### src/hdl/ngga_pkg.sv
// Shared constants and types for the GGA position capture block.
`timescale 1ns / 1ps

package ngga_pkg;

  // Largest number of characters kept per coordinate text (5..16).
  localparam int unsigned FieldChars = 13;

  localparam int unsigned StepW  = 6;
  localparam int unsigned IndexW = 4;
  localparam int unsigned CharW  = 8;

  localparam logic [CharW-1:0] ChG     = 8'h47;
  localparam logic [CharW-1:0] ChA     = 8'h41;
  localparam logic [CharW-1:0] ChComma = 8'h2c;
  localparam logic [CharW-1:0] ChS     = 8'h53;
  localparam logic [CharW-1:0] ChW     = 8'h57;

  // Parser positions.
  localparam logic [StepW-1:0] StReset    = StepW'(0);
  localparam logic [StepW-1:0] StSearch   = StepW'(1);
  localparam logic [StepW-1:0] StG2       = StepW'(2);
  localparam logic [StepW-1:0] StA        = StepW'(3);
  localparam logic [StepW-1:0] StComma1   = StepW'(4);
  localparam logic [StepW-1:0] StComma2   = StepW'(5);
  localparam logic [StepW-1:0] StLat0     = StepW'(6);
  localparam logic [StepW-1:0] StLatHemi  = StepW'(6 + FieldChars);
  localparam logic [StepW-1:0] StLonComma = StepW'(7 + FieldChars);
  localparam logic [StepW-1:0] StLon0     = StepW'(8 + FieldChars);
  localparam logic [StepW-1:0] StLonHemi  = StepW'(8 + 2 * FieldChars);
  localparam logic [StepW-1:0] StDone     = StepW'(9 + 2 * FieldChars);

  localparam logic FieldLat = 1'b0;
  localparam logic FieldLon = 1'b1;

  typedef struct packed {
    logic              capture_valid;
    logic              capture_field;
    logic [IndexW-1:0] capture_index;
    logic [CharW-1:0]  capture_char;
    logic              lat_south;
    logic              long_west;
    logic              fix_seen;
    logic [StepW-1:0]  parse_position;
  } result_t;

endpackage

### src/hdl/ngga_in_reg.sv
// Input register: holds one received byte until the parser takes it.
`timescale 1ns / 1ps

module ngga_in_reg (
  input  logic                       clk_i,
  input  logic                       rst_ni,
  input  logic                       in_valid_i,
  output logic                       in_stall_o,
  input  logic [ngga_pkg::CharW-1:0] rx_byte_i,
  input  logic                       take_i,
  output logic                       byte_valid_o,
  output logic [ngga_pkg::CharW-1:0] byte_o
);

  logic                       valid_q, valid_d;
  logic [ngga_pkg::CharW-1:0] byte_q;
  logic                       load;

  // Stall only while a held item cannot move on this cycle.
  assign in_stall_o = valid_q && !take_i;
  assign load       = in_valid_i && !in_stall_o;

  always_comb begin
    valid_d = valid_q;
    if (load) begin
      valid_d = 1'b1;
    end else if (take_i) begin
      valid_d = 1'b0;
    end
  end

  always_ff @(posedge clk_i or negedge rst_ni) begin
    if (!rst_ni) begin
      valid_q <= 1'b0;
    end else begin
      valid_q <= valid_d;
    end
  end

  always_ff @(posedge clk_i) begin
    if (load) begin
      byte_q <= rx_byte_i;
    end
  end

  assign byte_valid_o = valid_q;
  assign byte_o       = byte_q;

endmodule

### src/hdl/ngga_parser.sv
// Parser state and the per-byte step that forms one result.
`timescale 1ns / 1ps

module ngga_parser (
  input  logic                       clk_i,
  input  logic                       rst_ni,
  input  logic                       step_i,
  input  logic [ngga_pkg::CharW-1:0] byte_i,
  output ngga_pkg::result_t          result_o
);

  logic [ngga_pkg::StepW-1:0] step_q, step_d;
  logic                       south_q, south_d;
  logic                       west_q, west_d;
  logic                       fix_q, fix_d;
  logic                       cap_valid;
  logic                       cap_field;
  logic [ngga_pkg::StepW-1:0] cap_offset;
  logic                       is_comma;

  assign is_comma = (byte_i == ngga_pkg::ChComma);

  always_comb begin
    step_d     = step_q;
    south_d    = south_q;
    west_d     = west_q;
    fix_d      = fix_q;
    cap_valid  = 1'b0;
    cap_field  = ngga_pkg::FieldLat;
    cap_offset = '0;
    if (step_q == ngga_pkg::StSearch) begin
      if (byte_i == ngga_pkg::ChG) begin
        step_d = ngga_pkg::StG2;
      end
    end else if (step_q == ngga_pkg::StG2) begin
      step_d = (byte_i == ngga_pkg::ChG) ? ngga_pkg::StA : ngga_pkg::StSearch;
    end else if (step_q == ngga_pkg::StA) begin
      step_d = (byte_i == ngga_pkg::ChA) ? ngga_pkg::StComma1 : ngga_pkg::StSearch;
    end else if (step_q == ngga_pkg::StComma1 || step_q == ngga_pkg::StComma2) begin
      if (is_comma) begin
        step_d = step_q + 1'b1;
      end
    end else if (step_q == ngga_pkg::StLat0) begin
      // Empty latitude: restart the search.
      if (is_comma) begin
        step_d = ngga_pkg::StSearch;
      end else begin
        cap_valid = 1'b1;
        step_d    = step_q + 1'b1;
      end
    end else if (step_q > ngga_pkg::StLat0 && step_q < ngga_pkg::StLatHemi) begin
      if (is_comma) begin
        step_d = ngga_pkg::StLatHemi;
      end else begin
        cap_valid  = 1'b1;
        cap_offset = step_q - ngga_pkg::StLat0;
        step_d     = step_q + 1'b1;
      end
    end else if (step_q == ngga_pkg::StLatHemi) begin
      if (byte_i == ngga_pkg::ChS) begin
        south_d = 1'b1;
      end
      step_d = step_q + 1'b1;
    end else if (step_q == ngga_pkg::StLonComma) begin
      if (is_comma) begin
        step_d = step_q + 1'b1;
      end
    end else if (step_q == ngga_pkg::StLon0) begin
      // First longitude character is taken as is, comma or not.
      cap_valid = 1'b1;
      cap_field = ngga_pkg::FieldLon;
      step_d    = step_q + 1'b1;
    end else if (step_q > ngga_pkg::StLon0 && step_q < ngga_pkg::StLonHemi) begin
      if (is_comma) begin
        step_d = ngga_pkg::StLonHemi;
      end else begin
        cap_valid  = 1'b1;
        cap_field  = ngga_pkg::FieldLon;
        cap_offset = step_q - ngga_pkg::StLon0;
        step_d     = step_q + 1'b1;
      end
    end else if (step_q == ngga_pkg::StLonHemi) begin
      if (byte_i == ngga_pkg::ChW) begin
        west_d = 1'b1;
      end
      step_d = step_q + 1'b1;
    end else if (step_q == ngga_pkg::StDone) begin
      fix_d = 1'b1;
    end else begin
      // Reset position and unused codes go to the search.
      step_d = ngga_pkg::StSearch;
    end
  end

  always_ff @(posedge clk_i or negedge rst_ni) begin
    if (!rst_ni) begin
      step_q  <= ngga_pkg::StReset;
      south_q <= 1'b0;
      west_q  <= 1'b0;
      fix_q   <= 1'b0;
    end else if (step_i) begin
      step_q  <= step_d;
      south_q <= south_d;
      west_q  <= west_d;
      fix_q   <= fix_d;
    end
  end

  always_comb begin
    result_o.capture_valid  = cap_valid;
    result_o.capture_field  = cap_field;
    result_o.capture_index  = cap_offset[ngga_pkg::IndexW-1:0];
    result_o.capture_char   = cap_valid ? byte_i : '0;
    result_o.lat_south      = south_d;
    result_o.long_west      = west_d;
    result_o.fix_seen       = fix_d;
    result_o.parse_position = step_d;
  end

`ifndef SYNTHESIS
  a_step_range: assert property (@(posedge clk_i) disable iff (!rst_ni)
    step_q <= ngga_pkg::StDone)
    else $error("parser position beyond done");

  a_fix_in_done: assert property (@(posedge clk_i) disable iff (!rst_ni)
    fix_q |-> step_q == ngga_pkg::StDone)
    else $error("fix flag set outside done position");

  a_flags_sticky: assert property (@(posedge clk_i) disable iff (!rst_ni)
    (south_q || west_q || fix_q) |=>
      (south_q >= $past(south_q)) && (west_q >= $past(west_q)) && (fix_q >= $past(fix_q)))
    else $error("sticky flag cleared");

  a_index_range: assert property (@(posedge clk_i) disable iff (!rst_ni)
    cap_valid |-> cap_offset < ngga_pkg::StepW'(ngga_pkg::FieldChars))
    else $error("capture index out of range");

  a_idle_hold: assert property (@(posedge clk_i) disable iff (!rst_ni)
    !step_i |=> $stable(step_q))
    else $error("parser position moved without a byte");
`endif

endmodule

### src/hdl/ngga_out_reg.sv
// Result register with valid and stall toward the consumer.
`timescale 1ns / 1ps

module ngga_out_reg (
  input  logic              clk_i,
  input  logic              rst_ni,
  input  logic              load_valid_i,
  input  ngga_pkg::result_t result_i,
  output logic              ready_o,
  output logic              out_valid_o,
  input  logic              out_stall_i,
  output ngga_pkg::result_t result_o
);

  logic              valid_q, valid_d;
  ngga_pkg::result_t result_q;

  // Advance when empty or when the held item leaves this cycle.
  assign ready_o = !valid_q || !out_stall_i;

  always_comb begin
    valid_d = valid_q;
    if (ready_o) begin
      valid_d = load_valid_i;
    end
  end

  always_ff @(posedge clk_i or negedge rst_ni) begin
    if (!rst_ni) begin
      valid_q <= 1'b0;
    end else begin
      valid_q <= valid_d;
    end
  end

  always_ff @(posedge clk_i) begin
    if (ready_o && load_valid_i) begin
      result_q <= result_i;
    end
  end

  assign out_valid_o = valid_q;
  assign result_o    = result_q;

`ifndef SYNTHESIS
  a_hold_on_stall: assert property (@(posedge clk_i) disable iff (!rst_ni)
    (valid_q && out_stall_i) |=> valid_q && $stable(result_q))
    else $error("result changed while stalled");
`endif

endmodule

### src/hdl/nmea_gga_position_capture_unit.sv
// Top level: GGA sentence position capture, one result per received byte.
//
//   channel | direction | handshake              | payload
//   input   | in        | in_valid_i, in_stall_o | rx_byte_i
//   result  | out       | out_valid_o, out_stall_i | capture_*_o, flags, parse_position_o
//
// One byte per cycle unless out_stall_i holds; accepted bytes enter the input register.
// The parser step sits between the input register and the result register.
// Reset clears the parser to position 0 and all sticky flags; no clearing pass.
// A new byte is taken while a result waits, as long as the input register frees.
// A stalled result holds its value; the input stalls only when both registers are full.
`timescale 1ns / 1ps

module nmea_gga_position_capture_unit (
  input  logic                        clk_i,
  input  logic                        rst_ni,
  input  logic                        in_valid_i,
  output logic                        in_stall_o,
  input  logic [ngga_pkg::CharW-1:0]  rx_byte_i,
  output logic                        out_valid_o,
  input  logic                        out_stall_i,
  output logic                        capture_valid_o,
  output logic                        capture_field_o,
  output logic [ngga_pkg::IndexW-1:0] capture_index_o,
  output logic [ngga_pkg::CharW-1:0]  capture_char_o,
  output logic                        lat_south_o,
  output logic                        long_west_o,
  output logic                        fix_seen_o,
  output logic [ngga_pkg::StepW-1:0]  parse_position_o
);

  logic                       byte_valid;
  logic [ngga_pkg::CharW-1:0] byte_q;
  logic                       out_ready;
  logic                       take;
  ngga_pkg::result_t          step_result;
  ngga_pkg::result_t          out_result;

  assign take = byte_valid && out_ready;

  ngga_in_reg u_in_reg (
    .clk_i        (clk_i),
    .rst_ni       (rst_ni),
    .in_valid_i   (in_valid_i),
    .in_stall_o   (in_stall_o),
    .rx_byte_i    (rx_byte_i),
    .take_i       (take),
    .byte_valid_o (byte_valid),
    .byte_o       (byte_q)
  );

  ngga_parser u_parser (
    .clk_i    (clk_i),
    .rst_ni   (rst_ni),
    .step_i   (take),
    .byte_i   (byte_q),
    .result_o (step_result)
  );

  ngga_out_reg u_out_reg (
    .clk_i        (clk_i),
    .rst_ni       (rst_ni),
    .load_valid_i (byte_valid),
    .result_i     (step_result),
    .ready_o      (out_ready),
    .out_valid_o  (out_valid_o),
    .out_stall_i  (out_stall_i),
    .result_o     (out_result)
  );

  assign capture_valid_o  = out_result.capture_valid;
  assign capture_field_o  = out_result.capture_field;
  assign capture_index_o  = out_result.capture_index;
  assign capture_char_o   = out_result.capture_char;
  assign lat_south_o      = out_result.lat_south;
  assign long_west_o      = out_result.long_west;
  assign fix_seen_o       = out_result.fix_seen;
  assign parse_position_o = out_result.parse_position;

endmodule
### config.mk
export PLATFORM = sky130hd
export DESIGN_NAME = nmea_gga_position_capture_unit
export DESIGN_NICKNAME = d
export VERILOG_FILES = /design/src/hdl/ngga_pkg.sv /design/src/hdl/ngga_in_reg.sv /design/src/hdl/ngga_parser.sv /design/src/hdl/ngga_out_reg.sv /design/src/hdl/nmea_gga_position_capture_unit.sv
export SDC_FILE = /design/constraint.sdc
export NUM_CORES = 1
export LEC_CHECK = 0
export ABC_AREA = 1
export BUFFER_PORTS_ARGS = -buffer_cell sky130_fd_sc_hd__buf_2
export CORE_ASPECT_RATIO = 0.5
export CORE_UTILIZATION = 45
export DETAILED_ROUTE_END_ITERATION = 10
export PLACE_DENSITY = 0.65
export SYNTH_ARGS = -nofsm -noshare
export SYNTH_HDL_FRONTEND = slang
export SYNTH_HIERARCHICAL = 1
export SYNTH_SLANG_ARGS = --single-unit
### constraint.sdc
create_clock -name clk_i -period 2.83 [get_ports clk_i]
set_clock_uncertainty 0.05 [all_clocks]
set_input_delay 0.4245 -clock clk_i [delete_from_list [all_inputs] [get_ports clk_i]]
set_output_delay 0.4245 -clock clk_i [all_outputs]
set_load 0.02 [all_outputs]
==> results.txt <==
Main synth FF type = edfxtp_1
DP Worst Slack = 0.1792 ns
FP Rows = 18
Power per cell area = 1019 nW/µm²
Mapped Area = 2537 µm²
Lkg Pwr = 1.467 nW
Post-synth EDFFs = 31
Post-layout util = 56.59%
Hold Path Depth = 1
Register area share after synthesis = 47.53%
I/O pin count = 37
Peak VDD IR = 0.0005282 V
Hold crit path type = in -> reg
Final Hold Fails = 0
Cts bufs inserted = 5
Gr usage total = 24.50%
Final setup fails = 0
#FFs+latches synth = 42
Int Power = 1.658 mW
Share of cells above drive strength 1 = 21.59%
CP arrival = 2.49 ns
Vias in the first global route = 1938
Die footprint = 5962 µm²
Final WL = 6593 µm
Overall Power = 2.986 mW
Setup ws final = 0.3195 ns
Setup Total Neg Slack = 0 ns
DP Wirelength = 4980 µm
Final Cycle Share = 88.71%
Height of the die = 55.10 µm
Post-CTS setup buffer count = 0
Clk network pwr share = 18.8%
Post-synth ARST share = 26.19%
Synth Net Count = 334
Via Count = 2176
Grt ovf = 0
Worst-path fanout max = 10
Syn avg cell area = 8.133 µm²
Initial antenna violation count = 0
N_diodes = 0
Cells on worst reg2reg path = 14
Commonest non-fill, non-tap cell in the layout = nand2_1
Pre-antenna DRT Iters = 5
NetSw = 1.328 mW
Worst reg2reg setup slack = 0.32 ns
Reg clk slew, reported paths = 0.06 ns
Logic pwr share = 47.9%
Yosys warns = 6
CP Capture Type = flip-flop
Most frequent cells in the layout = 82 x nand2_1, 37 x inv_1, 36 x buf_2, 36 x nor2_1, 31 x edfxtp_1
Slew headroom = 66.52%
Initial Util = 48.99%
Synth Instances = 312
Clock latency on the worst-skew pair = 0.28 ns
H-tree levels = 2
Routed Antenna Nets = 0
Clock sinks = 42
Slew Viols, Final = 0
Clock Path Buffers = 2
Worst Tran Pin Value = 0.5022 ns
Pin count of the biggest net entering global routing = 24
Post-DR wirelength/cell = 15.62 µm
PortBufs = 36
Die X = 108.2 µm
Status = complete, no violations
RSZ-0062 raised after global routing = false
DRC Markers = 0
WS Path Type = reg -> reg
Seq pwr share = 33.2%
Via density = 5.156
Worst endpoint required time = 2.81 ns
CTS tree = done
CP Launch Type = flip-flop
Max Cap Viol = 0
Final instance area = 2932 µm²
Min cycle time layout = 2.511 ns
Core area = 5180 µm²
Gpl congestion = 0.9030
Max Freq = 398.3 MHz
Placed cell areas = 2778 µm²
Clk root buf = clkbuf_16
Unique masters post-synth = 35
First-pass GRT wire length = 10320 µm
1st-iter DRT viols = 137
Synth-to-layout area growth = 15.53%
NumNets Final = 373
Switching share of total power = 44.47%
sequential cells by signal, summed over array words and instances, names as in the netlist:
register / count
u_in_reg/byte_o: 8
u_in_reg/byte_valid_o: 1
u_out_reg/out_valid_o: 1
u_out_reg/result_o: 23
u_parser/fix_q: 1
u_parser/south_q: 1
u_parser/step_q: 6
u_parser/west_q: 1
stage by stage:
stage | hold slack [ns] | instances
after floorplan | 0.07891 | 312
final | 0.2688 | 422
after detailed placement | 0.2754 | 413
after CTS | 0.2615 | 422
after global routing | 0.2582 | 422
after global placement | 0.2701 | 413
routing by layer:
metal  track usage, %  part of all wire, %  vias to the layer above
li1                 -                    -                     1096
met1            36.60                   51                      993
met2            36.94                   41                       83
met3            4.918                  7.7                        4
met4            4.338                 0.30                        0
met5                0                    0                        -
power by group through the flow:
stage | combinational [mW] | sequential (mW) | clock [mW]
2_1_floorplan | 0.947 | 1.10 | 0
4_1_cts | 1.42 | 0.993 | 0.574
5_1_grt | 1.60 | 1.02 | 0.596
3_5_place_dp | 1.41 | 1.00 | 0
6_report | 1.43 | 0.993 | 0.563
3_3_place_gp | 1.42 | 1.00 | 0
worst paths after layout:
| kind | startpoint | endpoint |
|---|---|---|
| hold reg to reg | u_parser/fix_q | u_parser/fix_q |
| setup / recovery | u_parser/step_q[0] | u_out_reg/result_o[3] |
| hold / removal | rx_byte_i[4] | u_in_reg/byte_o[4] |
| max in group asynchronous | rst_ni | u_parser/step_q[0] |
| min in group asynchronous | rst_ni | u_parser/fix_q |
| setup reg to reg | u_parser/step_q[0] | u_out_reg/result_o[3] |
area by class of cell:
| type | count | area (µm²) |
|---|---|---|
| clock inverter | 2 | 13.76 |
| clock buffer | 6 | 128.9 |
| multi-input combinational | 214 | 1097 |
| fill | 471 | 2248 |
| timing repair buffer | 41 | 220.2 |
| tap | 70 | 87.58 |
| sequential | 42 | 1207 |
| inverter | 47 | 176.4 |
Yosys cell counts, types with 2 or more instances:
library cell | instances | area, µm²
nor3_1 | 5 | 25.02
nand4_1 | 4 | 25.02
ha_1 | 10 | 125.1
nand2_2 | 2 | 12.51
inv_2 | 10 | 37.54
a21boi_1 | 3 | 22.52
nor2_4 | 2 | 22.52
o31ai_1 | 2 | 15.01
nand3_1 | 21 | 105.1
nor2_2 | 7 | 43.79
a21oi_1 | 12 | 60.06
o21ai_0 | 6 | 30.03
edfxtp_1 | 31 | 930.9
nor2_1 | 36 | 135.1
inv_1 | 37 | 138.9
nand2_1 | 82 | 307.8
o21ai_1 | 4 | 20.02
nor4_1 | 3 | 18.77
a31oi_1 | 3 | 18.77
buf_4 | 7 | 52.55
dfrtp_1 | 11 | 275.3
repair_timing:
item	CTS	global route
resized for setup	0	1
endpoints found under the setup margin	0	4
hold buffers	1	0
endpoints found under the hold margin	11	0
critical path, stage by stage, from the launching register on:
cell and delay (ns):
dfrtp_2 0.50, inv_1 0.24, ha_1 0.29, inv_1 0.05, nand2_1 0.06, nand2_1 0.10, nand2_1 0.07, nor2_2 0.14
nand2_2 0.14, nand2_1 0.13, nand2_1 0.09, nor2_2 0.16, nand2_1 0.08, nand3b_1 0.08, nand2_1 0.07
cell families after synthesis:
| group | count (synthesis) | share of synthesized area, % |
|---|---|---|
| AOI/OAI and AO/OA | 35 | 8.482 |
| xor gates and xnor gates | 1 | 0.3452 |
| adders and majority gates | 10 | 4.931 |
| buffers and inverters | 56 | 9.369 |
| DFF | 42 | 47.53 |
| and+or+nand+nor | 168 | 29.34 |
Note: power is estimated with default switching activity, not from simulation.
